<file path="src/rtl/core/tolr_pkg.sv">
package tolr_pkg;

    // Sample and fraction formats
    localparam int SAMPLE_BITS    = 32;
    localparam int FRAC_BITS      = 16;
    localparam int RATIO_INT_BITS = 30;
    localparam int VAR_BITS       = 3;
    localparam int THR_BITS       = 62;
    localparam int CFG_IDX_BITS   = 1;

    // Slopes are exact differences, ratios and limiter values carry a sign bit and headroom
    localparam int SLOPE_BITS  = SAMPLE_BITS + 1;
    localparam int RATIO_BITS  = RATIO_INT_BITS + FRAC_BITS + 2;
    localparam int RMAG_BITS   = RATIO_INT_BITS + FRAC_BITS;

    // Iterative divider: DIV_RADIX quotient bits per cycle while busy
    localparam int DIV_RADIX   = 3;
    localparam int DIV_STEPS   = (SLOPE_BITS + FRAC_BITS + DIV_RADIX - 1) / DIV_RADIX;
    localparam int DIV_BITS    = DIV_STEPS * DIV_RADIX;
    localparam int DIV_CNT_BITS = $clog2(DIV_STEPS);

    // Limiter value times slope is split into two partial products
    localparam int LM_HALF     = 22;
    localparam int MUL_BITS    = SLOPE_BITS;
    localparam int PROD_BITS   = 2 * MUL_BITS;
    localparam int ACC_BITS    = 2 * LM_HALF + SLOPE_BITS + 1;
    localparam int WIDE_BITS   = 64;

    // Division by six: halve, then multiply by the reciprocal of three, exact below 2^47
    localparam int RECIP_BITS  = 46;
    localparam int RECIP_HALF  = 23;
    localparam int RECIP_SHIFT = 47;
    localparam int BACC_BITS   = 2 * RECIP_BITS + 1;
    localparam logic [RECIP_BITS-1:0] RECIP_THIRD = 46'h2AAA_AAAA_AAAB;

    // Register indexes
    localparam logic [CFG_IDX_BITS-1:0] CFG_LIMITER_MODE    = 1'b0;
    localparam logic [CFG_IDX_BITS-1:0] CFG_SMOOTH_THRESHOLD = 1'b1;

    // Fixed-point constants
    localparam logic signed [RATIO_BITS-1:0] FX_ONE = RATIO_BITS'(64'd1 << FRAC_BITS);
    localparam logic signed [RATIO_BITS-1:0] FX_TWO = RATIO_BITS'(64'd2 << FRAC_BITS);
    localparam logic signed [RATIO_BITS-1:0] FX_EIGHT_TENTHS =
        RATIO_BITS'((64'd8 * (64'd1 << FRAC_BITS) + 64'd5) / 64'd10);
    localparam logic [RMAG_BITS-1:0] RATIO_MAX = '1;

    typedef logic signed [SAMPLE_BITS-1:0] t_sample;
    typedef logic signed [SLOPE_BITS-1:0]  t_slope;
    typedef logic signed [RATIO_BITS-1:0]  t_ratio;

    // One centre cell waiting for reconstruction
    typedef struct packed {
        t_sample             pl;
        t_sample             pc;
        t_sample             x;
        logic [VAR_BITS-1:0] var_index;
    } t_job;

    typedef struct packed {
        logic                  start;
        logic [DIV_BITS-1:0]   num;
        logic [SLOPE_BITS-1:0] den;
    } t_div_req;

    typedef struct packed {
        logic                busy;
        logic                done;
        logic [DIV_BITS-1:0] quot;
    } t_div_rsp;

endpackage

</file>
<file path="src/rtl/core/tolr_div.sv">
module tolr_div
    import tolr_pkg::*;
(
    input  logic     i_clk,
    input  logic     i_rst_n,
    input  t_div_req i_req,
    output t_div_rsp o_rsp
);

    logic [DIV_BITS-1:0]     r_num;
    logic [SLOPE_BITS-1:0]   r_den;
    logic [SLOPE_BITS-1:0]   r_rem;
    logic [DIV_CNT_BITS-1:0] r_cnt;
    logic                    r_busy;
    logic                    r_done;
    logic [DIV_BITS-1:0]     n_num;
    logic [SLOPE_BITS-1:0]   n_rem;

    assign o_rsp.busy = r_busy;
    assign o_rsp.done = r_done;
    assign o_rsp.quot = r_num;

    // Restoring division, DIV_RADIX quotient bits per cycle while busy; quotient shifts into the dividend
    always_comb begin
        logic [SLOPE_BITS:0] trial;
        n_num = r_num;
        n_rem = r_rem;
        for (int k = 0; k < DIV_RADIX; k++) begin
            trial = {n_rem, n_num[DIV_BITS-1]};
            n_num = {n_num[DIV_BITS-2:0], 1'b0};
            if (trial >= {1'b0, r_den}) begin
                n_rem    = SLOPE_BITS'(trial - {1'b0, r_den});
                n_num[0] = 1'b1;
            end else begin
                n_rem = trial[SLOPE_BITS-1:0];
            end
        end
    end

    always_ff @(posedge i_clk) begin
        if (!i_rst_n) begin
            r_busy <= 1'b0;
            r_done <= 1'b0;
            r_cnt  <= '0;
        end else begin
            r_done <= 1'b0;
            if (i_req.start && !r_busy) begin
                r_num  <= i_req.num;
                r_den  <= i_req.den;
                r_rem  <= '0;
                r_cnt  <= '0;
                r_busy <= 1'b1;
            end else if (r_busy) begin
                r_num <= n_num;
                r_rem <= n_rem;
                r_cnt <= r_cnt + 1'b1;
                if (r_cnt == DIV_CNT_BITS'(DIV_STEPS - 1)) begin
                    r_busy <= 1'b0;
                    r_done <= 1'b1;
                end
            end
        end
    end

endmodule

</file>
<file path="config.mk">
export PLATFORM = sky130hd
export DESIGN_NAME = tolr_div
export DESIGN_NICKNAME = d
export VERILOG_FILES = /design/src/rtl/core/tolr_pkg.sv /design/src/rtl/core/tolr_div.sv
export SDC_FILE = /design/constraint.sdc
export NUM_CORES = 1
export LEC_CHECK = 0
export BUFFER_PORTS_ARGS = -buffer_cell sky130_fd_sc_hd__buf_2
export CORE_MARGIN = 5
export CORE_UTILIZATION = 60
export DETAILED_ROUTE_END_ITERATION = 6
export MAX_ROUTING_LAYER = met4
export PLACE_DENSITY_LB_ADDON = 0.08
export SETUP_SLACK_MARGIN = 0.1
export SLEW_MARGIN = 20
export SYNTH_ARGS = -nofsm -noshare
export SYNTH_HDL_FRONTEND = slang
export SYNTH_SLANG_ARGS = --single-unit
</file>
<file path="constraint.sdc">
create_clock -name i_clk -period 11.5 [get_ports i_clk]
set_input_delay 2.875 -clock i_clk [delete_from_list [all_inputs] [get_ports i_clk]]
set_output_delay 2.875 -clock i_clk [all_outputs]
set_load 0.03 [all_outputs]
</file>
==> flow_metrics.py, run 1 <==
metrics = {
    "global_routing": {
        "grt_start_max_net_pins": 84,
        "grt-ovfl-total": 0,
        "grtUsageTotal_pct": 30.3,
        "antenna_found_initial": 0,
        "grt_pass1_wl_mm": 50.6,
        "grt_pass1_vias": 9782,
    },
    "setup_path": {
        "crit_slowest_cell": "a21o_2",
        "cp.required_ns": 11.65,
        "crit_path_end_kind": "register",
        "worstSetupPathType": "register to register",
        "path_max_fanout": 34,
        "arrival_ns": 10.60,
        "max_stage_delay_ns": 0.56,
        "critPathLaunchType": "register",
    },
    "floorplan": {
        "die_h_microns": 145,
        "die_width_microns": 145,
        "die_area_sq_mm": 0.0211,
        "core-area_sq_mm": 0.0180,
        "num_io_pins": 140,
        "start_util_pct": 61.1,
        "placementRows": 49,
    },
    "drt": {
        "totalWireLength_mm": 31.6,
        "viasPerCell": 6.16,
        "detail_route.iter0.violations": 858,
        "drt_first_pass_iters": 6,
        "vias": 9958,
        "routedWlPerCell_microns": 19.6,
        "drc": 0,
        "final_antenna_net_count": 0,
    },
    "sta": {
        "final.period_utilization_pct": 90.9,
        "skew_ns": 0.0136,
        "hold_viol_final": 0,
        "timing.slew.headroom_pct": 27.3,
        "fin_tns_setup_ns": 0,
        "slew_violations": 0,
        "final-setup-viol-count": 0,
        "final.min_clock_period_ns": 10.45,
        "tightest_slew_ns": 1.09,
        "max_freq_mhz": 95.7,
        "rsz0062_at_grt": "false",
    },
    "clocking": {
        "htreeDepth": 4,
        "cts-resized-gates": 0,
        "clk_pin_slew_ns": 0.07,
        "clock_sinks": 124,
        "cts_setup_buffers": 0,
        "cts_buffer_depth": 2,
        "cts_root_buffer": "clkbuf_16",
        "insertion_delay_ns": 0.44,
        "cts_tree": "done",
        "cts_buffers": 17,
        "holdBufCountCts": 0,
    },
    "yosys": {
        "syn_avg_cell_area_sq_um": 8.73,
        "synth_top_family_by_area": "compound AO/OA/AOI/OAI gates",
        "synth_mux_area_share_pct": 6.85,
        "synth_most_common_cell": "nand2_1",
        "yosys_warnings": 0,
        "yosys.area_share.adder_pct": 12.1,
        "yosys.area.top_type_share_pct": 32.0,
        "synth_edf_count": 117,
        "synth-compound-area-share_pct": 19.4,
        "syn_area_sq_mm": 0.0110,
        "synth.area.top_cells": "edfxtp_1 (32%), ha_1 (12%), nand2_1 (8.1%), xnor2_1 (4.7%), a21oi_1 (4.0%)",
        "synth-main-ff-cell": "edfxtp_1",
        "yosysUniqueCellTypes": 72,
        "yosysTopAreaCell": "edfxtp_1",
        "async_flop_share_pct": 0,
        "yosys.area_share.simple_pct": 17.0,
        "synth_xor_area_share_pct": 6.94,
        "synth_nets": 1448,
        "synthCells": 1257,
        "synth.top_cells.by_count": "nand2_1 (236), edfxtp_1 (117), ha_1 (101), a21oi_1 (88), nor2_1 (86)",
        "synth-seq-cells": 124,
        "seq_area_frac_synth_pct": 33.3,
    },
    "min_path": {
        "hold_path.class": "register to register",
    },
    "layout": {
        "fin_nets": 1566,
        "drive_above_1_share_pct": 16.1,
        "regArea_sq_mm": 0.00365,
        "area_delta_synth_final_pct": 13.5,
        "diodes": 0,
        "fill_cells": 1466,
        "multi_input_area_sq_mm": 0.00687,
    },
    "outcome": {
        "status": "finished clean",
    },
    "job": {
        "cap_violations": 0,
    },
    "placement": {
        "place.gp.congestion": 1.04,
        "portBuffers": 139,
        "dp_hpwl_mm": 24.1,
    },
}
## placed cells by master (no fill, tap or decap), drive strengths merged, types with 17 or more instances in the layout
cell,n
edfxtp,117
clkbuf,17
nand2,236
xor2,28
a21o,53
a21oi,88
buf,147
o21ai,63
ha,101
mux2i,38
nor2,86
nand4,20
mux2,33
inv,80
xnor2,59
## cell families (layout without fill, tap and decap cells)
| family | count (synthesis) | after routing |
|---|---|---|
| simple gates | 428 | 428 |
| compound gates | 321 | 321 |
| flops | 124 | 124 |
| buf+inv | 122 | 253 |
| fa+ha+maj | 104 | 104 |
| xor+xnor | 87 | 87 |
| mux | 71 | 71 |
## flip-flops by register name (all words and copies together) (netlist names)
register  flops
r_den        33
r_num        51
r_cnt         5
r_rem        33
r_done        1
r_busy        1
## through the flow
step	util [%]	std cells	area, sq um	worst slack [ns]	hold slack (ns)
global route	69.3	1617	12500	0.343	0.545
CTS	69.3	1617	12500	0.837	0.526
detailed placement	65.9	1585	11800	0.819	0.513
finish	69.3	1617	12500	1.05	0.528
floorplan	-	1257	11000	2.39	0.479
global placement	65.9	1585	11800	1.17	0.496
## worst paths after layout
| path | cells after the start | from | slack (ns) | end |
|---|---|---|---|---|
| min | 2 | r_cnt[4] | 0.53 | r_cnt[4] |
| min reg2reg | 2 | r_cnt[4] | 0.53 | r_cnt[4] |
| max | 36 | r_num[50] | 1.05 | r_rem[18] |
| max reg2reg | 36 | r_num[50] | 1.05 | r_rem[18] |
## metal layers
layer | up-vias | routed length (microns) | GRT usage, %
met5 | - | 0 | -
met4 | 0 | 825 | 9.28
li1 | 4783 | - | -
met3 | 68 | 2900 | 7.02
met1 | 4621 | 13300 | 39.3
met2 | 486 | 14600 | 47.6
## critical path, delay by kind of cell, from the launching register on
kind                       cells  cell delay (ns)
and+or+nand+nor                4             0.71
adders and majority gates      4             1.27
muxes                          3             0.92
AOI/OAI and AO/OA             20             5.65
DFF                            1             0.40
buffers and inverters          5             1.18
## cell type report
cell class	instances	area share, %
Clock buffer	17	3.42
Clock inverter	15	1.50
Inverter	74	2.23
Multi-Input combinational cell	1011	55.1
Sequential cell	124	29.3
Tap cell	229	2.30
Timing Repair Buffer	147	6.07
Power of run 1 is left out: the tool's default activity adds up to more than one toggle a clock period on the data nets, which glitch-free logic cannot reach.
==> run 2, diff against run 1 <==
Settings changed: CORE_ASPECT_RATIO set to 1.1.
==> run 2 against run 1 <==
Non-clock buffer count increased by 1. Count of clock-buffer cells in the layout unchanged. Critical path depth decreased by 2. First-iteration DRC count increased by 19%. Routed wire length decreased by 1.0%. Register-to-register slack got worse by 0.25 ns.
==> flow_metrics.py, run 2 (synthesized netlist as in run 1, its figures left out) <==
metrics = {
    "layout": {
        "multi_input_area_sq_mm": 0.00687,
        "utilization_pct": 69.5,
        "final_common_cell": "nand2_1",
        "regMostFlops": "r_num",
        "largest_reg_flops": 51,
        "final_cell_mix": "nand2_1 (236), buf_2 (139), edfxtp_1 (117)",
        "area_delta_synth_final_pct": 13.1,
        "fin_nets": 1567,
        "regArea_sq_mm": 0.00365,
        "largestRegisters": "r_num: 51 flops, r_den: 33 flops, r_rem: 33 flops",
        "fill_cells": 1453,
        "diodes": 0,
        "drive_above_1_share_pct": 16.2,
    },
    "min_path": {
        "min_from": "r_cnt[4]",
        "hold_path.class": "register to register",
    },
    "setup_path": {
        "crit_path_end_kind": "register",
        "max_stage_delay_ns": 0.72,
        "arrival_ns": 10.84,
        "worstSetupPathType": "register to register",
        "path_max_fanout": 32,
        "cp.required_ns": 11.64,
        "r2r_start": "r_den[13]",
        "crit_slowest_cell": "a21oi_1",
        "cp-startpoint": "r_den[13]",
        "critPathLaunchType": "register",
    },
    "clocking": {
        "clock_sinks": 124,
        "clk_pin_slew_ns": 0.07,
        "cts_buffers": 17,
        "htreeDepth": 4,
        "cts_buffer_depth": 2,
        "insertion_delay_ns": 0.43,
        "cts_tree": "done",
        "cts_root_buffer": "clkbuf_16",
        "cts_setup_buffers": 0,
    },
    "drt": {
        "final_antenna_net_count": 0,
        "vias": 9973,
        "drt_first_pass_iters": 6,
        "drc": 0,
        "routedWlPerCell_microns": 19.2,
        "viasPerCell": 6.13,
        "detail_route.iter0.violations": 1020,
        "totalWireLength_mm": 31.3,
    },
    "sta": {
        "skew_ns": 0.0121,
        "slew_violations": 0,
        "final.period_utilization_pct": 93.1,
        "hold_viol_final": 0,
        "postLayoutSetupSlackWorst_ns": 0.798,
        "max_freq_mhz": 93.4,
        "rsz0062_at_grt": "false",
        "timing.slew.headroom_pct": 39.7,
        "fin_tns_setup_ns": 0,
        "final.min_clock_period_ns": 10.70,
        "final-setup-viol-count": 0,
        "tightest_slew_ns": 0.905,
        "whs_ns": 0.521,
    },
    "floorplan": {
        "placementRows": 51,
        "die_area_sq_mm": 0.0211,
        "core-area_sq_mm": 0.0179,
        "die_h_microns": 152,
        "num_io_pins": 140,
        "die_width_microns": 139,
        "start_util_pct": 61.4,
    },
    "placement": {
        "place.gp.congestion": 1.03,
        "dp_hpwl_mm": 23.7,
        "dpl_worst_slack_ns": 0.811,
        "portBuffers": 139,
    },
    "global_routing": {
        "grtUsageTotal_pct": 29.5,
        "grt_start_max_net_pins": 85,
        "grt_pass1_vias": 9696,
        "grt_pass1_wl_mm": 49.3,
        "antenna_found_initial": 0,
        "grt-ovfl-total": 0,
    },
    "job": {
        "cap_violations": 0,
    },
    "outcome": {
        "status": "finished clean",
    },
}
==> run 2: stage by stage <==
stage	cell area, sq um	std cells
2_1_floorplan	11000	1257
3_3_place_gp	11900	1595
3_5_place_dp	11900	1595
4_1_cts	12400	1627
5_1_grt	12400	1627
6_report	12400	1627
==> run 2: repair_timing <==
item,4_1_cts,5_1_grt
hold buffers,0,0
resized for setup,0,1
setup endpoints to repair,0,24
endpoints found under the hold margin,0,0
==> run 2: path summary, 6_finish.rpt <==
path | end | slack (ns) | cells past startpoint
worst max-delay path | r_rem[2] | 0.80 | 34
worst min-delay path | r_cnt[4] | 0.52 | 2
worst max register to register | r_rem[2] | 0.80 | 34
worst min register to register | r_cnt[4] | 0.52 | 2
==> run 2: layer usage <==
layer | vias to the layer above | global-route usage [%] | part of all wire [%]
li1 | 4798 | - | -
met1 | 4673 | 39.3 | 44
met2 | 437 | 46.9 | 46
met3 | 65 | 4.49 | 8.1
met4 | 0 | 8.62 | 2.2
met5 | - | - | 0
==> run 2: final cells by class <==
type,instances,share of cell area [%]
Multi-Input combinational cell,1011,55.3
Clock buffer,17,3.43
Sequential cell,124,29.4
Clock inverter,15,1.04
Inverter,74,2.24
Timing Repair Buffer,148,6.15
Tap cell,238,2.40
==> run 2: critical path, delay by kind of cell, from the launching register on <==
kind            cells  cell delay, ns
compound gates     19            5.03
fa+ha+maj           3            1.12
buf+inv             4            1.39
flops               1            0.33
mux                 4            1.37
simple gates        4            1.15
Power of run 2 is left out for the same reason.
