**config.mk**
```make
export PLATFORM = sky130hd
export DESIGN_NAME = tolr_front
export DESIGN_NICKNAME = d
export VERILOG_FILES = /design/src/rtl/core/tolr_pkg.sv /design/src/rtl/core/tolr_front.sv
export SDC_FILE = /design/constraint.sdc
export NUM_CORES = 1
export LEC_CHECK = 0
export ABC_CLOCK_PERIOD_IN_PS = 9700
export BUFFER_PORTS_ARGS = -buffer_cell sky130_fd_sc_hd__buf_4
export CAP_MARGIN = 20
export CORE_UTILIZATION = 64
export CTS_CLUSTER_DIAMETER = 100
export CTS_CLUSTER_SIZE = 16
export DETAILED_ROUTE_END_ITERATION = 7
export PLACE_DENSITY = 0.84
export SYNTH_ARGS = -nofsm -noshare
export SYNTH_HDL_FRONTEND = slang
export SYNTH_SLANG_ARGS = --single-unit
```
**constraint.sdc**
```tcl
create_clock -name i_clk -period 9.7 [get_ports i_clk]
set_input_delay 0.97 -clock i_clk [delete_from_list [all_inputs] [get_ports i_clk]]
set_output_delay 0.97 -clock i_clk [all_outputs]
set_load 0.1 [all_outputs]
```
**src/rtl/core/tolr_pkg.sv**
```systemverilog
package tolr_pkg;

    // Sample and fraction formats
    localparam int SAMPLE_BITS    = 32;
    localparam int FRAC_BITS      = 16;
    localparam int RATIO_INT_BITS = 30;
    localparam int VAR_BITS       = 3;
    localparam int THR_BITS       = 62;
    localparam int CFG_IDX_BITS   = 1;

    // Slopes are exact differences, ratios and limiter values carry a sign bit and headroom
    localparam int SLOPE_BITS  = SAMPLE_BITS + 1;
    localparam int RATIO_BITS  = RATIO_INT_BITS + FRAC_BITS + 2;
    localparam int RMAG_BITS   = RATIO_INT_BITS + FRAC_BITS;

    // Iterative divider: DIV_RADIX quotient bits per cycle while busy
    localparam int DIV_RADIX   = 3;
    localparam int DIV_STEPS   = (SLOPE_BITS + FRAC_BITS + DIV_RADIX - 1) / DIV_RADIX;
    localparam int DIV_BITS    = DIV_STEPS * DIV_RADIX;
    localparam int DIV_CNT_BITS = $clog2(DIV_STEPS);

    // Limiter value times slope is split into two partial products
    localparam int LM_HALF     = 22;
    localparam int MUL_BITS    = SLOPE_BITS;
    localparam int PROD_BITS   = 2 * MUL_BITS;
    localparam int ACC_BITS    = 2 * LM_HALF + SLOPE_BITS + 1;
    localparam int WIDE_BITS   = 64;

    // Division by six: halve, then multiply by the reciprocal of three, exact below 2^47
    localparam int RECIP_BITS  = 46;
    localparam int RECIP_HALF  = 23;
    localparam int RECIP_SHIFT = 47;
    localparam int BACC_BITS   = 2 * RECIP_BITS + 1;
    localparam logic [RECIP_BITS-1:0] RECIP_THIRD = 46'h2AAA_AAAA_AAAB;

    // Register indexes
    localparam logic [CFG_IDX_BITS-1:0] CFG_LIMITER_MODE    = 1'b0;
    localparam logic [CFG_IDX_BITS-1:0] CFG_SMOOTH_THRESHOLD = 1'b1;

    // Fixed-point constants
    localparam logic signed [RATIO_BITS-1:0] FX_ONE = RATIO_BITS'(64'd1 << FRAC_BITS);
    localparam logic signed [RATIO_BITS-1:0] FX_TWO = RATIO_BITS'(64'd2 << FRAC_BITS);
    localparam logic signed [RATIO_BITS-1:0] FX_EIGHT_TENTHS =
        RATIO_BITS'((64'd8 * (64'd1 << FRAC_BITS) + 64'd5) / 64'd10);
    localparam logic [RMAG_BITS-1:0] RATIO_MAX = '1;

    typedef logic signed [SAMPLE_BITS-1:0] t_sample;
    typedef logic signed [SLOPE_BITS-1:0]  t_slope;
    typedef logic signed [RATIO_BITS-1:0]  t_ratio;

    // One centre cell waiting for reconstruction
    typedef struct packed {
        t_sample             pl;
        t_sample             pc;
        t_sample             x;
        logic [VAR_BITS-1:0] var_index;
    } t_job;

    typedef struct packed {
        logic                  start;
        logic [DIV_BITS-1:0]   num;
        logic [SLOPE_BITS-1:0] den;
    } t_div_req;

    typedef struct packed {
        logic                busy;
        logic                done;
        logic [DIV_BITS-1:0] quot;
    } t_div_rsp;

endpackage

```
**src/rtl/core/tolr_front.sv**
```systemverilog
module tolr_front
    import tolr_pkg::*;
#(
    parameter int NUM_VARS = 8
) (
    input  logic                i_clk,
    input  logic                i_rst_n,
    input  logic                i_push,
    input  t_sample             i_sample,
    input  logic [VAR_BITS-1:0] i_var_index,
    input  logic                i_line_start,
    input  logic                i_q_full,
    output logic                o_job_push,
    output t_job                o_job
);

    localparam int IDX_BITS = (NUM_VARS > 1) ? $clog2(NUM_VARS) : 1;

    t_sample             r_one [NUM_VARS];
    t_sample             r_two [NUM_VARS];
    logic [1:0]          r_cells;
    logic                accept;
    logic                in_range;
    logic [IDX_BITS-1:0] idx;
    logic [1:0]          seen;

    assign accept   = i_push && !i_q_full;
    assign in_range = (5'(i_var_index) < 5'(NUM_VARS));
    assign idx      = IDX_BITS'(i_var_index);
    assign seen     = i_line_start ? 2'd0 : r_cells;

    // A job is queued once two full cells of the slice precede the new sample
    assign o_job_push   = accept && in_range && (seen == 2'd2);
    assign o_job.pl     = r_two[idx];
    assign o_job.pc     = r_one[idx];
    assign o_job.x      = i_sample;
    assign o_job.var_index = i_var_index;

    // Cell count of the current slice
    always_ff @(posedge i_clk) begin
        if (!i_rst_n) begin
            r_cells <= 2'd0;
        end else if (accept && in_range) begin
            if ((5'(i_var_index) == 5'(NUM_VARS - 1)) && (seen != 2'd2)) begin
                r_cells <= seen + 2'd1;
            end else begin
                r_cells <= seen;
            end
        end
    end

    // Sample history per variable
    always_ff @(posedge i_clk) begin
        if (accept && in_range) begin
            r_two[idx] <= r_one[idx];
            r_one[idx] <= i_sample;
        end
    end

endmodule

```
==> flow_summary.toml, run 1 <==
[synth]
yosysWarnings = 0
ys_seq_area_share_pct = 77.40
async_flop_share_pct = 0
synthesis.nets = 1063
synth_cell_type_count = 53
syn_area_um2 = 19920
synth_ff_type = "edfxtp_1"
synth.avg_cell_area_um2 = 19.49
synth_edf_count = 512
yosys_register_bits = 514
synth_cells = 1022

[setup_path]
crit_top_cell = "buf_4"
path_max_fanout = 46
cpPeakStageDelay_ps = 1010
rrSetupSlack_ps = 8040
start_kind = "primary input"
critPathArrivalTime_ps = 4270
crit_type = "primary input to primary output"
path_cells = "buf_6, buf_4, nor2b_1, a221oi_1, o22ai_1, buf_4"
cp_slowest_cell = "nor2b_1"
worstPathRequired_ps = 8730
ff2ff_path_depth = 5
cp-end-kind = "primary output"

[timing]
clock_skew_ps = 11.54
rsz0062_at_grt = "no"
min_period_ps = 5244
setup_viol = 0
slew_headroom_pct = 20.83
timing.final.crit_share_pct = 54.06
worst_pin_slew_ps = 1185
whs_ps = 469.4
hold_violations = 0
worst_slack_ps = 4456
finalSetupTns_ps = 0
max_freq_mhz = 190.7
drv_slew = 0

[place]
post-place-ws_ps = 4474
post_dp_cell_area_um2 = 21020
dpl.cell_count = 1484
dp_hpwl_mm = 21.92
port_buffers = 139
gp_congestion = 0.7424

[grt]
grt_pass1_wl_mm = 60.17
first_global_vias = 10180
grt_max_degree = 70
grt-ovfl-total = 0
grt_antenna_before_repair = 0
grtUsageTotal_pct = 26.12

[power]
p_int_mw = 3.363
swShare_pct = 24.70
finalPower_mw = 4.467
p_clk_share_pct = 32.5
sequentialPowerShare_pct = 55.9
power.leakage_nw = 7.432
power.density_nw_per_um2 = 202.0
combinationalPowerShare_pct = 11.7
ir_drop_uv = 177.6
switching_power_mw = 1.103

[routing]
drc = 0
vias_per_cell = 6.666
wire_per_inst_um = 26.50
drt-pass1-iter-count = 5
routed_wl_mm = 40.64
first_iter_violations = 1122
dr_wl_met3_mm = 3.391
wl_met2_mm = 20.75
wl_met1_mm = 15.68
vias = 10230
top_layer_used = "met4"
ant_nets = 0

[clock_network]
clock_sinks = 514
clock-root-buffer = "clkbuf_16"
clk_latency_ps = 530
htree_levels = 2
ctsResizeCount = 0
post_cts_buffers = 0
clkTransAtPathRegs_ps = 70
cts_tree = "done"
cts_buffer_depth = 3
postCtsHoldBufs = 0
cts_buffers = 38

[final_layout]
nets = 1170
seq_area_um2 = 15410
fin_area_um2 = 22110
antenna_cells = 0
area_delta_synth_final_pct = 11.01
drive_gt1_share_pct = 26.27
multiInputGateArea_um2 = 3899
final_common_cell = "edfxtp_1"
final_cell_mix = "edfxtp_1 (512), buf_4 (155), nand2_1 (96)"
fill_cells = 1729
utilization_pct = 72.28
stdcell_count = 1534

[floorplan]
core_um2 = 30590
dieHeight_um = 178.4
dieArea_um2 = 31830
pin_count = 140
initial_core_util_pct = 65.11
row_count = 64
die_w_um = 178.4

[hold_path]
hold_depth = 2
min-delay-path-class = "register to register"

[run_status]
status = "complete, no violations"

[flow_run]
drv_cap = 0
path summary, 6_finish.rpt:
kind,end,from
setup reg to reg,r_cells[0],r_cells[0]
hold reg to reg,r_cells[1],r_cells[1]
hold / removal,r_cells[1],r_cells[1]
setup / recovery,o_job[63],i_var_index[1]
power groups by stage:
| stage | Sequential [mW] | Clock (mW) | Combinational (mW) |
|---|---|---|---|
| after floorplan | 2.55 | 0 | 0.399 |
| after global placement | 2.54 | 0 | 0.511 |
| after detailed placement | 2.54 | 0 | 0.519 |
| after CTS | 2.50 | 1.46 | 0.522 |
| after global routing | 2.50 | 1.54 | 0.540 |
| final | 2.50 | 1.45 | 0.521 |
layout make-up:
class	instances	area share (%)
Clock buffer	48	4.759
Timing Repair Buffer	159	5.506
Inverter	4	0.06791
Sequential cell	514	69.72
Clock inverter	1	0.07357
Tap cell	396	2.241
Multi-Input combinational cell	412	17.63
cell usage after synthesis (4+ instances only):
cell         n  share of area, %
and2_1       4              0.13
a221oi_1    25               1.1
nand2b_1     6              0.19
nand3_1      4              0.10
nand2_1     96               1.8
o2bb2ai_1    7              0.31
clkbuf_1     6              0.11
mux2_2      16              0.90
o221ai_1    11              0.48
o21ai_0      9              0.23
o22ai_1     12              0.38
buf_6        6              0.34
mux4_2      61               6.9
buf_4       52               2.0
mux2i_1     52               2.6
nor3_1       5              0.13
a22oi_1     28               1.1
a21oi_1      4              0.10
buf_2       23              0.58
edfxtp_1   512                77
o22a_1      13              0.57
nor2b_1      8              0.25
nor2_1       9              0.17
a221o_1      7              0.35
registers in the layout, indices dropped and copies added, names as in the netlist:
register  cells
r_one       256
r_two       256
r_cells       2
kinds of logic after synthesis:
group | synth area share (%)
fa+ha+maj | 0.06281
simple gates | 3.411
compound gates | 5.208
buf+inv | 3.279
flops | 77.40
mux | 10.64
layer usage:
| metal | global-route usage [%] | vias to the layer above |
|---|---|---|
| met5 | 0 | - |
| met4 | 7.768 | 0 |
| met3 | 3.687 | 71 |
| met2 | 43.44 | 548 |
| met1 | 36.49 | 5293 |
| li1 | - | 4314 |
critical path, delay by kind of cell:
family / cells / cell delay, ps
AOI/OAI and AO/OA: 2 / 850
buffers and inverters: 3 / 1370
and+or+nand+nor: 1 / 1010
No activity file was read; power rests on OpenSTA's default activity.
==> inputs of run 2 (changes only) <==
Settings changed: ABC_AREA set to 1, ABC_CLOCK_PERIOD_IN_PS 9700 to 4700, CORE_UTILIZATION 64 to 54, PLACE_DENSITY 0.84 to 0.75.
Clock period 9.7 ns to 4.7 ns, I/O delays scaled along.
==> run 2 against run 1 <==
Effect of this change: global-route usage fell by 2.1 points; sequential power rose by 110%; first-iteration DRC count rose by 22%; register-to-register slack got worse by 4800 ps; wire length rose by 13%; largest cell class unchanged; highest routed layer unchanged.
==> flow_summary.toml, run 2 <==
[timing]
max_freq_mhz = 271.4
setup_viol = 0
min_period_ps = 3684
rsz0062_at_grt = "no"
slew_headroom_pct = 29.12
whs_ps = 174.7
drv_slew = 0
hold_violations = 0
timing.final.crit_share_pct = 78.39
worst_pin_slew_ps = 1063
clock_skew_ps = 16.53

[final_layout]
final_cell_mix = "nand2_1 (557), edfxtp_1 (512), a21oi_1 (249)"
area_delta_synth_final_pct = 11.56
antenna_cells = 0
utilization_pct = 61.76
final_common_cell = "nand2_1"
fill_cells = 2715
nets = 1755
drive_gt1_share_pct = 12.75
fin_area_um2 = 22830
reg.largest.list = "r_one x256, r_two x256, r_cells x2"

[clock_network]
cts_buffer_depth = 3
ctsResizeCount = 0
cts_tree = "done"
postCtsHoldBufs = 0
htree_levels = 2
post_cts_buffers = 0
clock_sinks = 514
clk_latency_ps = 530
clkTransAtPathRegs_ps = 70
cts_buffers = 38
clock-root-buffer = "clkbuf_16"

[setup_path]
start_kind = "primary input"
path_max_fanout = 100
cpPeakStageDelay_ps = 890
rrSetupSlack_ps = 3270
r2r_end = "r_two[2][18]"
worstPathRequired_ps = 4230
path_cells = "buf_6, buf_4, nand2_1, a21oi_1, o21ai_0, nand2_1, buf_4"
ff2ff_path_depth = 4
critPathArrivalTime_ps = 3210
path_buf_inv = 3
crit_type = "primary input to primary output"
cp_slowest_cell = "buf_4"
r2r_start = "r_one[4][18]"
cp-end-kind = "primary output"
cp_top_family = "buffers and inverters"

[power]
ir_drop_uv = 257.3
finalPower_mw = 9.176
power.leakage_nw = 8.150
power.density_nw_per_um2 = 402.0

[synth]
synthesis.nets = 1685
synth.avg_cell_area_um2 = 12.45
synth_edf_count = 512
syn_area_um2 = 20460
async_flop_share_pct = 0
yosysWarnings = 0
synth.top_cell.area_share_pct = 75.14
synth_cells = 1644
synthTopCellsByCount = "nand2_1 (557), edfxtp_1 (512), a21oi_1 (249)"
synth_cell_type_count = 19
ys_seq_area_share_pct = 75.33
synth_ff_type = "edfxtp_1"
synth_area_leaders = "edfxtp_1 (75%), nand2_1 (10%), a21oi_1 (6.1%)"
synth_top_cell_by_area = "edfxtp_1"
yosys_register_bits = 514
yosysMostFrequentCell = "nand2_1"

[place]
post_dp_cell_area_um2 = 21780
port_buffers = 139
gp_congestion = 0.7666
dp_hpwl_mm = 24.52

[floorplan]
pin_count = 140
dieHeight_um = 196.7
die_w_um = 196.7
core_um2 = 36960
dieArea_um2 = 38680
row_count = 70
initial_core_util_pct = 55.36

[hold_path]
hold_path_end = "r_cells[1]"
hold_depth = 3
min_from = "i_rst_n"
min-delay-path-class = "primary input to register"

[grt]
grt_max_degree = 137
first_global_vias = 12250
grt_pass1_wl_mm = 70.36
grtUsageTotal_pct = 23.97
grt_antenna_before_repair = 0
grt-ovfl-total = 0

[flow_run]
drv_cap = 0

[run_status]
status = "complete, no violations"

[routing]
wire_per_inst_um = 20.76
ant_nets = 0
vias = 12710
routed_wl_mm = 46.10
first_iter_violations = 1366
drt-pass1-iter-count = 5
drc = 0
vias_per_cell = 5.724
## run 2: cell types whose count changed in the layout (fill, tap and decap cells not counted), moves of 40 or more
cell / change
a21oi_1: +245
mux4_2: -61
o21ai_0: +71
mux2i_1: -52
nand2_1: +461
o21ai_1: +40
## run 2: cell families after synthesis
kind of cell	Yosys count	share of synthesized area (%)
flops	514	75.33
fa+ha+maj	1	0.06114
buf+inv	152	4.085
compound gates	371	9.074
simple gates	606	11.45
## run 2: worst min-delay path, delay by kind of cell
kind | cells | cell delay (ps)
buffers and inverters | 2 | 160
AOI/OAI and AO/OA | 1 | 30
## run 2: how the worst max path moves through the flow
stage	start	endpoint	cells past startpoint
after floorplan	i_var_index[1]	r_one[0][0]	4
after global placement	i_var_index[0]	o_job[88]	8
after detailed placement	i_var_index[0]	o_job[53]	7
after CTS	i_var_index[0]	o_job[53]	7
after global routing	i_var_index[0]	o_job[42]	7
final	i_var_index[0]	o_job[53]	7
## run 2: per-stage QoR
stage / instances / TNS, ps / worst slack [ps]
after floorplan: 1644 / -92950 / -364.7
after global placement: 2178 / 0 / 1180
after detailed placement: 2178 / 0 / 1091
after CTS: 2221 / 0 / 1088
after global routing: 2221 / 0 / 891.9
final: 2221 / 0 / 1016
## run 2: routing by layer
layer	global-route usage, %	vias up	part of all wire, %	routed length [um]
li1	-	5883	-	-
met3	3.217	73	7.0	3230
met4	6.833	0	1.9	876
met2	39.94	555	50	22870
met5	0	-	0	0
met1	33.35	6201	41	19130
## run 2: layout make-up
| class | count | area [um2] | share of cell area [%] |
|---|---|---|---|
| inverters | 17 | 71.32 | 0.3124 |
| clock inverters | 1 | 16.27 | 0.07126 |
| flip-flops and latches | 514 | 15410 | 67.53 |
| clock buffers | 42 | 1030 | 4.511 |
| multi-input cells | 978 | 4309 | 18.88 |
| repair buffers | 165 | 1355 | 5.936 |
| well taps | 504 | 630.6 | 2.763 |
## run 2: report_power, final
group	internal [mW]	switching, mW
clock	1.55	1.42
combinational	0.189	0.878
sequential	5.13	0.0127
total	6.87	2.31
