<file path="config.mk">
export PLATFORM = sky130hd
export DESIGN_NAME = tolr_fifo
export DESIGN_NICKNAME = d
export VERILOG_FILES = /design/src/rtl/core/tolr_pkg.sv /design/src/rtl/core/tolr_fifo.sv
export SDC_FILE = /design/constraint.sdc
export NUM_CORES = 1
export LEC_CHECK = 0
export BUFFER_PORTS_ARGS = -buffer_cell sky130_fd_sc_hd__buf_2
export CELL_PAD_IN_SITES_DETAIL_PLACEMENT = 2
export CELL_PAD_IN_SITES_GLOBAL_PLACEMENT = 2
export CORE_UTILIZATION = 34
export CTS_CLUSTER_DIAMETER = 120
export DETAILED_ROUTE_END_ITERATION = 8
export GPL_TIMING_DRIVEN = 0
export PLACE_DENSITY_LB_ADDON = 0.08
export SYNTH_ARGS = -nofsm -noshare
export SYNTH_HDL_FRONTEND = slang
export SYNTH_SLANG_ARGS = --single-unit
</file>
<file path="constraint.sdc">
create_clock -name i_clk -period 5.2 [get_ports i_clk]
set_clock_uncertainty 0.2 [all_clocks]
set_input_delay 0.26 -clock i_clk [delete_from_list [all_inputs] [get_ports i_clk]]
set_output_delay 0.26 -clock i_clk [all_outputs]
set_load 0.03 [all_outputs]
</file>
<file path="src/rtl/core/tolr_pkg.sv">
package tolr_pkg;

    // Sample and fraction formats
    localparam int SAMPLE_BITS    = 32;
    localparam int FRAC_BITS      = 16;
    localparam int RATIO_INT_BITS = 30;
    localparam int VAR_BITS       = 3;
    localparam int THR_BITS       = 62;
    localparam int CFG_IDX_BITS   = 1;

    // Slopes are exact differences, ratios and limiter values carry a sign bit and headroom
    localparam int SLOPE_BITS  = SAMPLE_BITS + 1;
    localparam int RATIO_BITS  = RATIO_INT_BITS + FRAC_BITS + 2;
    localparam int RMAG_BITS   = RATIO_INT_BITS + FRAC_BITS;

    // Iterative divider: DIV_RADIX quotient bits per cycle while busy
    localparam int DIV_RADIX   = 3;
    localparam int DIV_STEPS   = (SLOPE_BITS + FRAC_BITS + DIV_RADIX - 1) / DIV_RADIX;
    localparam int DIV_BITS    = DIV_STEPS * DIV_RADIX;
    localparam int DIV_CNT_BITS = $clog2(DIV_STEPS);

    // Limiter value times slope is split into two partial products
    localparam int LM_HALF     = 22;
    localparam int MUL_BITS    = SLOPE_BITS;
    localparam int PROD_BITS   = 2 * MUL_BITS;
    localparam int ACC_BITS    = 2 * LM_HALF + SLOPE_BITS + 1;
    localparam int WIDE_BITS   = 64;

    // Division by six: halve, then multiply by the reciprocal of three, exact below 2^47
    localparam int RECIP_BITS  = 46;
    localparam int RECIP_HALF  = 23;
    localparam int RECIP_SHIFT = 47;
    localparam int BACC_BITS   = 2 * RECIP_BITS + 1;
    localparam logic [RECIP_BITS-1:0] RECIP_THIRD = 46'h2AAA_AAAA_AAAB;

    // Register indexes
    localparam logic [CFG_IDX_BITS-1:0] CFG_LIMITER_MODE    = 1'b0;
    localparam logic [CFG_IDX_BITS-1:0] CFG_SMOOTH_THRESHOLD = 1'b1;

    // Fixed-point constants
    localparam logic signed [RATIO_BITS-1:0] FX_ONE = RATIO_BITS'(64'd1 << FRAC_BITS);
    localparam logic signed [RATIO_BITS-1:0] FX_TWO = RATIO_BITS'(64'd2 << FRAC_BITS);
    localparam logic signed [RATIO_BITS-1:0] FX_EIGHT_TENTHS =
        RATIO_BITS'((64'd8 * (64'd1 << FRAC_BITS) + 64'd5) / 64'd10);
    localparam logic [RMAG_BITS-1:0] RATIO_MAX = '1;

    typedef logic signed [SAMPLE_BITS-1:0] t_sample;
    typedef logic signed [SLOPE_BITS-1:0]  t_slope;
    typedef logic signed [RATIO_BITS-1:0]  t_ratio;

    // One centre cell waiting for reconstruction
    typedef struct packed {
        t_sample             pl;
        t_sample             pc;
        t_sample             x;
        logic [VAR_BITS-1:0] var_index;
    } t_job;

    typedef struct packed {
        logic                  start;
        logic [DIV_BITS-1:0]   num;
        logic [SLOPE_BITS-1:0] den;
    } t_div_req;

    typedef struct packed {
        logic                busy;
        logic                done;
        logic [DIV_BITS-1:0] quot;
    } t_div_rsp;

endpackage

</file>
<file path="src/rtl/core/tolr_fifo.sv">
module tolr_fifo
    import tolr_pkg::*;
(
    input  logic i_clk,
    input  logic i_rst_n,
    input  logic i_push,
    input  t_job i_data,
    output logic o_full,
    input  logic i_pop,
    output t_job o_data,
    output logic o_empty
);

    localparam int DEPTH = 2;
    localparam int PTR_BITS = $clog2(DEPTH);

    t_job                r_mem [DEPTH];
    logic [PTR_BITS-1:0] r_wr_ptr;
    logic [PTR_BITS-1:0] r_rd_ptr;
    logic [PTR_BITS:0]   r_count;
    logic                do_push;
    logic                do_pop;

    assign o_full  = (r_count == (PTR_BITS + 1)'(DEPTH));
    assign o_empty = (r_count == '0);
    assign o_data  = r_mem[r_rd_ptr];
    assign do_push = i_push && !o_full;
    assign do_pop  = i_pop && !o_empty;

    // Pointer and fill count
    always_ff @(posedge i_clk) begin
        if (!i_rst_n) begin
            r_wr_ptr <= '0;
            r_rd_ptr <= '0;
            r_count  <= '0;
        end else begin
            if (do_push) begin
                r_wr_ptr <= r_wr_ptr + 1'b1;
            end
            if (do_pop) begin
                r_rd_ptr <= r_rd_ptr + 1'b1;
            end
            if (do_push && !do_pop) begin
                r_count <= r_count + 1'b1;
            end else if (do_pop && !do_push) begin
                r_count <= r_count - 1'b1;
            end
        end
    end

    // Entry storage
    always_ff @(posedge i_clk) begin
        if (do_push) begin
            r_mem[r_wr_ptr] <= i_data;
        end
    end

endmodule

</file>
==> impl_metrics.env, run 1 <==
export IMPL_run_status="complete, no violations"
export IMPL_synth_top_cell_area_share=0.803
export IMPL_vias=4261
export IMPL_routed_wl_met2_um=8870
export IMPL_cts_tree="yes"
export IMPL_port_buffers=203
export IMPL_synth_ff_type="edfxtp_1"
export IMPL_path_clk_slew_ns=0.06
export IMPL_arrival_ns=2.68
export IMPL_clockBufferDepth=3
export IMPL_hold_ws_ns=0.0660
export IMPL_cp_required_ns=5.43
export IMPL_setup_tns_ns=0
export IMPL_ys_ff_latch=203
export IMPL_postSynthAreaPerCell_um2=22.2
export IMPL_crit_path_end_kind="register"
export IMPL_nets=773
export IMPL_postCtsSetupBuffers=0
export IMPL_worst_pin_slew_ns=0.953
export IMPL_seqCellArea_um2=6050
export IMPL_worst_setup_path_start_kind="register"
export IMPL_routed_wl_um=17000
export IMPL_synth_cell_area_um2=7410
export IMPL_synth_edff_count=198
export IMPL_leakagePower_nw=4.05
export IMPL_drc=0
export IMPL_fp_coreArea_um2=21200
export IMPL_max_freq_mhz=409
export IMPL_wl_met1_um=6600
export IMPL_hold_viol=0
export IMPL_routedWlPerCell_um=17.6
export IMPL_via_per_inst=4.43
export IMPL_cap_viol_max_count=0
export IMPL_synthArstFlopShare=0
export IMPL_grt_pass1_wl_um=25600
export IMPL_synthToLayoutAreaGrowth_pct=44.0
export IMPL_first_pass_iters=4
export IMPL_fillers=1946
export IMPL_grt_util_all_layers=0.151
export IMPL_wl_met3_um=1220
export IMPL_die_height_um=150
export IMPL_final_layout_size_suffix_gt1_frac=0.512
export IMPL_synth_top_area_cell="edfxtp_1"
export IMPL_clockRootBuffer="clkbuf_16"
export IMPL_htreeDepth=1
export IMPL_antenna_cells=0
export IMPL_clk_latency_ns=0.49
export IMPL_grt_ovfl_total=0
export IMPL_yosysWarnings=0
export IMPL_dp_hpwl_um=11200
export IMPL_grt_max_degree=55
export IMPL_ys_seq_area_frac=0.816
export IMPL_period_minus_slack_ns=2.45
export IMPL_slew_violations=0
export IMPL_ir_worst_vdd_uv=251
export IMPL_syn_nets=437
export IMPL_cts_sinks=203
export IMPL_final_period_utilization=0.470
export IMPL_ioPinCount=204
export IMPL_layout_cells_non_filler=961
export IMPL_hp_class="primary input to register"
export IMPL_place_inst=818
export IMPL_top_layer_used="met4"
export IMPL_drt_antenna_violating_nets=0
export IMPL_ys_top_cells_by_area="edfxtp_1 (80%), mux2_2 (14%), mux2_4 (2.0%)"
export IMPL_slew_limit_headroom=0.363
export IMPL_fp_dieW_um=150
export IMPL_critical_path_class="register to register"
export IMPL_place_congestion=0.677
export IMPL_powerDensity_nw_per_um2=497
export IMPL_rows=53
export IMPL_start_util=0.349
export IMPL_rsz0062_at_grt="false"
export IMPL_drt_iter0_markers=128
export IMPL_cts_buffers=23
export IMPL_die_area_um2=22400
export IMPL_synth_distinct_cells=22
export IMPL_first_global_vias=4770
export IMPL_synthCells=333
export IMPL_synthMostInstantiatedCell="edfxtp_1"
export IMPL_multi_input_area_um2=1290
export IMPL_antenna_found_initial=0
export IMPL_synth_common_cells="edfxtp_1 (198), mux2_2 (89), mux2_4 (10)"
export IMPL_setup_viol=0
export IMPL_crit_path_max_fanout=15
-- sequential cells by signal, summed over array words and instances, names as in the netlist, named ones only --
name      flops
r_count       2
r_mem       198
r_rd_ptr      1
r_wr_ptr      1
-- critical path: stages (launching register included) --
cell and delay (ns):
dfxtp_1 0.43, nand2b_1 0.20, inv_2 0.07, nor3_4 0.73, o21a_1 0.23, dlygate4sd3_1 0.54
-- kinds of logic after synthesis --
family / Yosys count / share of synthesized area
flip-flops: 203 / 0.816
buffers and inverters: 13 / 0.0110
AND/OR/NAND/NOR: 9 / 0.00744
AO/OA/AOI/OAI: 5 / 0.00439
adder cells (fa/ha/maj): 1 / 0.00169
XOR/XNOR: 3 / 0.00355
multiplexers: 99 / 0.156
-- stage by stage --
step	setup WS (ns)	total power, W	instance area (um2)	util
floorplan	1.54	0.00327	7410	-
global placement	0.0208	0.00372	8770	0.413
detailed placement	2.73	0.00380	8940	0.422
CTS	2.69	0.00540	10700	0.502
global route	2.60	0.00555	10700	0.502
finish	2.75	0.00530	10700	0.502
-- layout make-up --
type | instances | area share
Inverter | 2 | 0.000704
Clock inverter | 14 | 0.0106
Clock buffer | 28 | 0.0557
Timing Repair Buffer | 311 | 0.206
Tap cell | 275 | 0.0323
Multi-Input combinational cell | 117 | 0.121
Sequential cell | 203 | 0.567
Buffer | 11 | 0.00692
-- placed cells by master, fill, tap and decap left out, types with 2 or more instances in the layout --
cell type	n
mux2_4	10
edfxtp_1	198
buf_16	5
buf_2	211
bufinv_16	2
buf_8	2
dlygate4sd3_1	101
dfxtp_1	5
xnor2_1	2
and2_1	3
clkbuf_16	23
nor2_1	2
buf_6	3
clkinv_2	2
clkinv_1	9
clkbuf_1	5
mux2_2	89
-- routing by layer --
metal	global-route usage	up-vias
met1	0.172	2107
met4	0.0337	0
met2	0.276	135
met5	0	-
li1	-	1997
met3	0.0424	22
-- what timing repair did --
action | CTS | global route
gates resized for setup | 0 | 0
hold endpoints to repair | 203 | 0
hold buffers | 101 | 0
-- worst paths after layout --
path | to | depth (start not counted) | slack (ns) | startpoint
setup / recovery | r_wr_ptr$_SDFFE_PN0P_ | 5 | 2.75 | r_count[0]$_SDFFE_PN0P_
hold / removal | register | 4 | 0.07 | i_pop
setup reg to reg | r_wr_ptr$_SDFFE_PN0P_ | 5 | 2.75 | r_count[0]$_SDFFE_PN0P_
hold reg to reg | r_count[1]$_SDFFE_PN0P_ | 2 | 0.36 | r_count[1]$_SDFFE_PN0P_
-- power breakdown --
part | internal, W | switching (W)
clock network | 0.000908 | 0.000596
logic | 0.000645 | 0.00105
registers | 0.00205 | 0.0000543
Note: power is estimated with default switching activity, not from simulation.
==> inputs of run 2 (changes only) <==
--- a/config.mk
+++ b/config.mk
@@ -5,6 +5,7 @@
 export SDC_FILE = /design/constraint.sdc
 export NUM_CORES = 1
 export LEC_CHECK = 0
+export ABC_AREA = 1
 export BUFFER_PORTS_ARGS = -buffer_cell sky130_fd_sc_hd__buf_2
 export CELL_PAD_IN_SITES_DETAIL_PLACEMENT = 2
 export CELL_PAD_IN_SITES_GLOBAL_PLACEMENT = 2
==> constraint.sdc (replaced) <==
create_clock -name i_clk -period 2 [get_ports i_clk]
set_clock_uncertainty 0.2 [all_clocks]
set_input_delay 0.1 -clock i_clk [delete_from_list [all_inputs] [get_ports i_clk]]
set_output_delay 0.1 -clock i_clk [all_outputs]
set_load 0.03 [all_outputs]
==> run 2 against run 1 <==
  * Global-route usage grew 0.74 points
  * Largest cell class unchanged
  * Worst setup slack lost 2.8 ns
  * Final cell count grew 1.8%
  * Synthesized cell count grew 3.9%
  * The flow now finishes with violations (setup timing)
==> impl_metrics.env, run 2 <==
export IMPL_powerDensity_nw_per_um2=1230
export IMPL_cts_buffers=23
export IMPL_drt_antenna_violating_nets=0
export IMPL_rows=53
export IMPL_slew_violations=0
export IMPL_setup_tns_ns=-0.298
export IMPL_synthCells=346
export IMPL_synth_ff_type="edfxtp_1"
export IMPL_slew_limit_headroom=0.824
export IMPL_critical_path_class="register to primary output"
export IMPL_worst_pin_slew_ns=0.263
export IMPL_ys_seq_area_frac=0.816
export IMPL_clk_latency_ns=0.50
export IMPL_dp_hpwl_um=11700
export IMPL_grt_util_all_layers=0.158
export IMPL_power_w=0.0135
export IMPL_vias=4393
export IMPL_place_congestion=0.697
export IMPL_synth_top_area_cell="edfxtp_1"
export IMPL_most_common_layout_cells="edfxtp_1 (198), buf_2 (173), dlygate4sd3_1 (102), mux2_2 (88), buf_6 (32)"
export IMPL_synth_distinct_cells=14
export IMPL_syn_nets=450
export IMPL_final_layout_size_suffix_gt1_frac=0.514
export IMPL_path_clk_slew_ns=0.06
export IMPL_ff2ff_setup_slack_ns=0.31
export IMPL_fp_dieW_um=150
export IMPL_hold_viol=0
export IMPL_reg2reg_depth=9
export IMPL_worst_slack_ns=-0.0393
export IMPL_clockRootBuffer="clkbuf_16"
export IMPL_r2r_start="r_count[1]$_SDFFE_PN0P_"
export IMPL_via_per_inst=4.49
export IMPL_nets=793
export IMPL_rsz0062_at_grt="true"
export IMPL_synthMostInstantiatedCell="edfxtp_1"
export IMPL_leakagePower_nw=4.17
export IMPL_hp_class="primary input to register"
export IMPL_ioPinCount=204
export IMPL_die_height_um=150
export IMPL_fp_coreArea_um2=21200
export IMPL_max_freq_mhz=490
export IMPL_yosysWarnings=0
export IMPL_grt_max_degree=32
export IMPL_grt_pass1_wl_um=27100
export IMPL_dpl_worst_slack_ns=-0.129
export IMPL_reg_largest_list="r_mem (198), r_count (2)"
export IMPL_die_area_um2=22400
export IMPL_synthToLayoutAreaGrowth_pct=48.0
export IMPL_port_buffers=203
export IMPL_crit_path_max_fanout=6
export IMPL_drt_iter0_markers=126
export IMPL_postSynthAreaPerCell_um2=21.4
export IMPL_grt_ovfl_total=0
export IMPL_worst_setup_path_start_kind="register"
export IMPL_holdPathStages=2
export IMPL_antenna_found_initial=1
export IMPL_synth_cell_area_um2=7410
export IMPL_synth_edff_count=198
export IMPL_routedWlPerCell_um=18.1
export IMPL_synth_common_cells="edfxtp_1 (198), mux2_2 (89), nor2_1 (11)"
export IMPL_cts_tree="yes"
export IMPL_cp_required_ns=1.70
export IMPL_first_global_vias=5104
export IMPL_largest_register_ffs=198
export IMPL_run_status="finished with violations"
export IMPL_first_pass_iters=4
export IMPL_routed_wl_um=17700
export IMPL_ir_worst_vdd_uv=646
export IMPL_start_util=0.349
export IMPL_htreeDepth=1
export IMPL_synthArstFlopShare=0
export IMPL_ys_top_cells_by_area="edfxtp_1 (80%), mux2_2 (14%), mux2_4 (2.0%)"
export IMPL_crit_path_end_kind="primary output"
export IMPL_reg2reg_to="r_count[1]$_SDFFE_PN0P_"
export IMPL_synth_top_cell_area_share=0.802
export IMPL_mostFrequentLayoutCell="edfxtp_1"
export IMPL_period_minus_slack_ns=2.04
export IMPL_arrival_ns=1.74
export IMPL_top_register="r_mem"
export IMPL_violations="setup timing"
export IMPL_clockBufferDepth=3
export IMPL_cts_sinks=203
export IMPL_ys_ff_latch=203
export IMPL_setup_viol=15
export IMPL_cap_viol_max_count=0
export IMPL_final_period_utilization=1.02
export IMPL_drc=0
export IMPL_crit_path_end="o_data[70]"
run 2: cell types whose count changed after synthesis, moves of 2 or more:
cell | before | now
nor2_1 | 2 | 11
nand2_1 | 0 | 6
xnor2_1 | 2 | 0
inv_1 | 1 | 9
o21ai_0 | 1 | 3
and2_1 | 3 | 0
run 2: worst min path at each step:
stage	from	endpoint	slack [ns]
6_report	i_data[45]	r_mem[1][45]$_DFFE_PP_	0.13
5_1_grt	i_data[11]	r_mem[0][11]$_DFFE_PP_	0.12
4_1_cts	i_data[40]	r_mem[1][40]$_DFFE_PP_	0.1
3_5_place_dp	i_data[20]	r_mem[1][20]$_DFFE_PP_	0.09
3_3_place_gp	i_data[56]	r_mem[0][56]$_DFFE_PP_	0.09
2_1_floorplan	i_data[0]	r_mem[0][0]$_DFFE_PP_	-0.001
run 2: critical path: stages (launching register included):
cell	delay (ns)
dfxtp_4	0.36
buf_12	0.15
buf_12	0.14
clkbuf_16	0.15
mux2_4	0.30
buf_6	0.14
run 2: stage by stage:
stage          utilization  instances  area (um2)  hold slack, ns
2_1_floorplan            -        346        7440        -0.00113
3_3_place_gp         0.415        824        8800          0.0881
3_5_place_dp         0.421        830        8920          0.0913
4_1_cts              0.507        975       10800          0.0998
5_1_grt              0.517        978       11000           0.116
6_report             0.517        978       11000           0.126
run 2: report_power, final:
group | switching (W) | internal [W]
logic | 0.00255 | 0.00182
registers | 0.000163 | 0.00538
clock network | 0.00153 | 0.00209
run 2: area by class of cell:
cell class                 count  area [um2]
fill                        1955       10200
sequential                   203        6050
timing repair buffer         318        2430
multi-input combinational    123        1290
clock buffer                  30         602
tap                          275         344
buffer                        11         178
clock inverter                 8        35.0
inverter                       9        33.8
antenna                        1        2.50
run 2: cells by family after synthesis:
family	share of synthesized area
compound gates	0.00270
fa+ha+maj	0.00169
flops	0.816
simple gates	0.0101
mux	0.155
buf+inv	0.0145
run 2: per-layer routing:
layer,global-route usage,wire (um),share of wire
met2,0.298,9660,0.55
met4,0.0429,389,0.022
met3,0.0448,1260,0.071
met1,0.171,6400,0.36
met5,0,0,0
run 2: what timing repair did:
item / 4_1_cts / 5_1_grt
pin swaps: 2 / 0
hold buffers: 102 / 0
hold endpoints to repair: 203 / 0
resized for setup: 48 / 62
setup buffers: 4 / 0
gates cloned: 1 / 2
setup endpoints to repair: 157 / 99
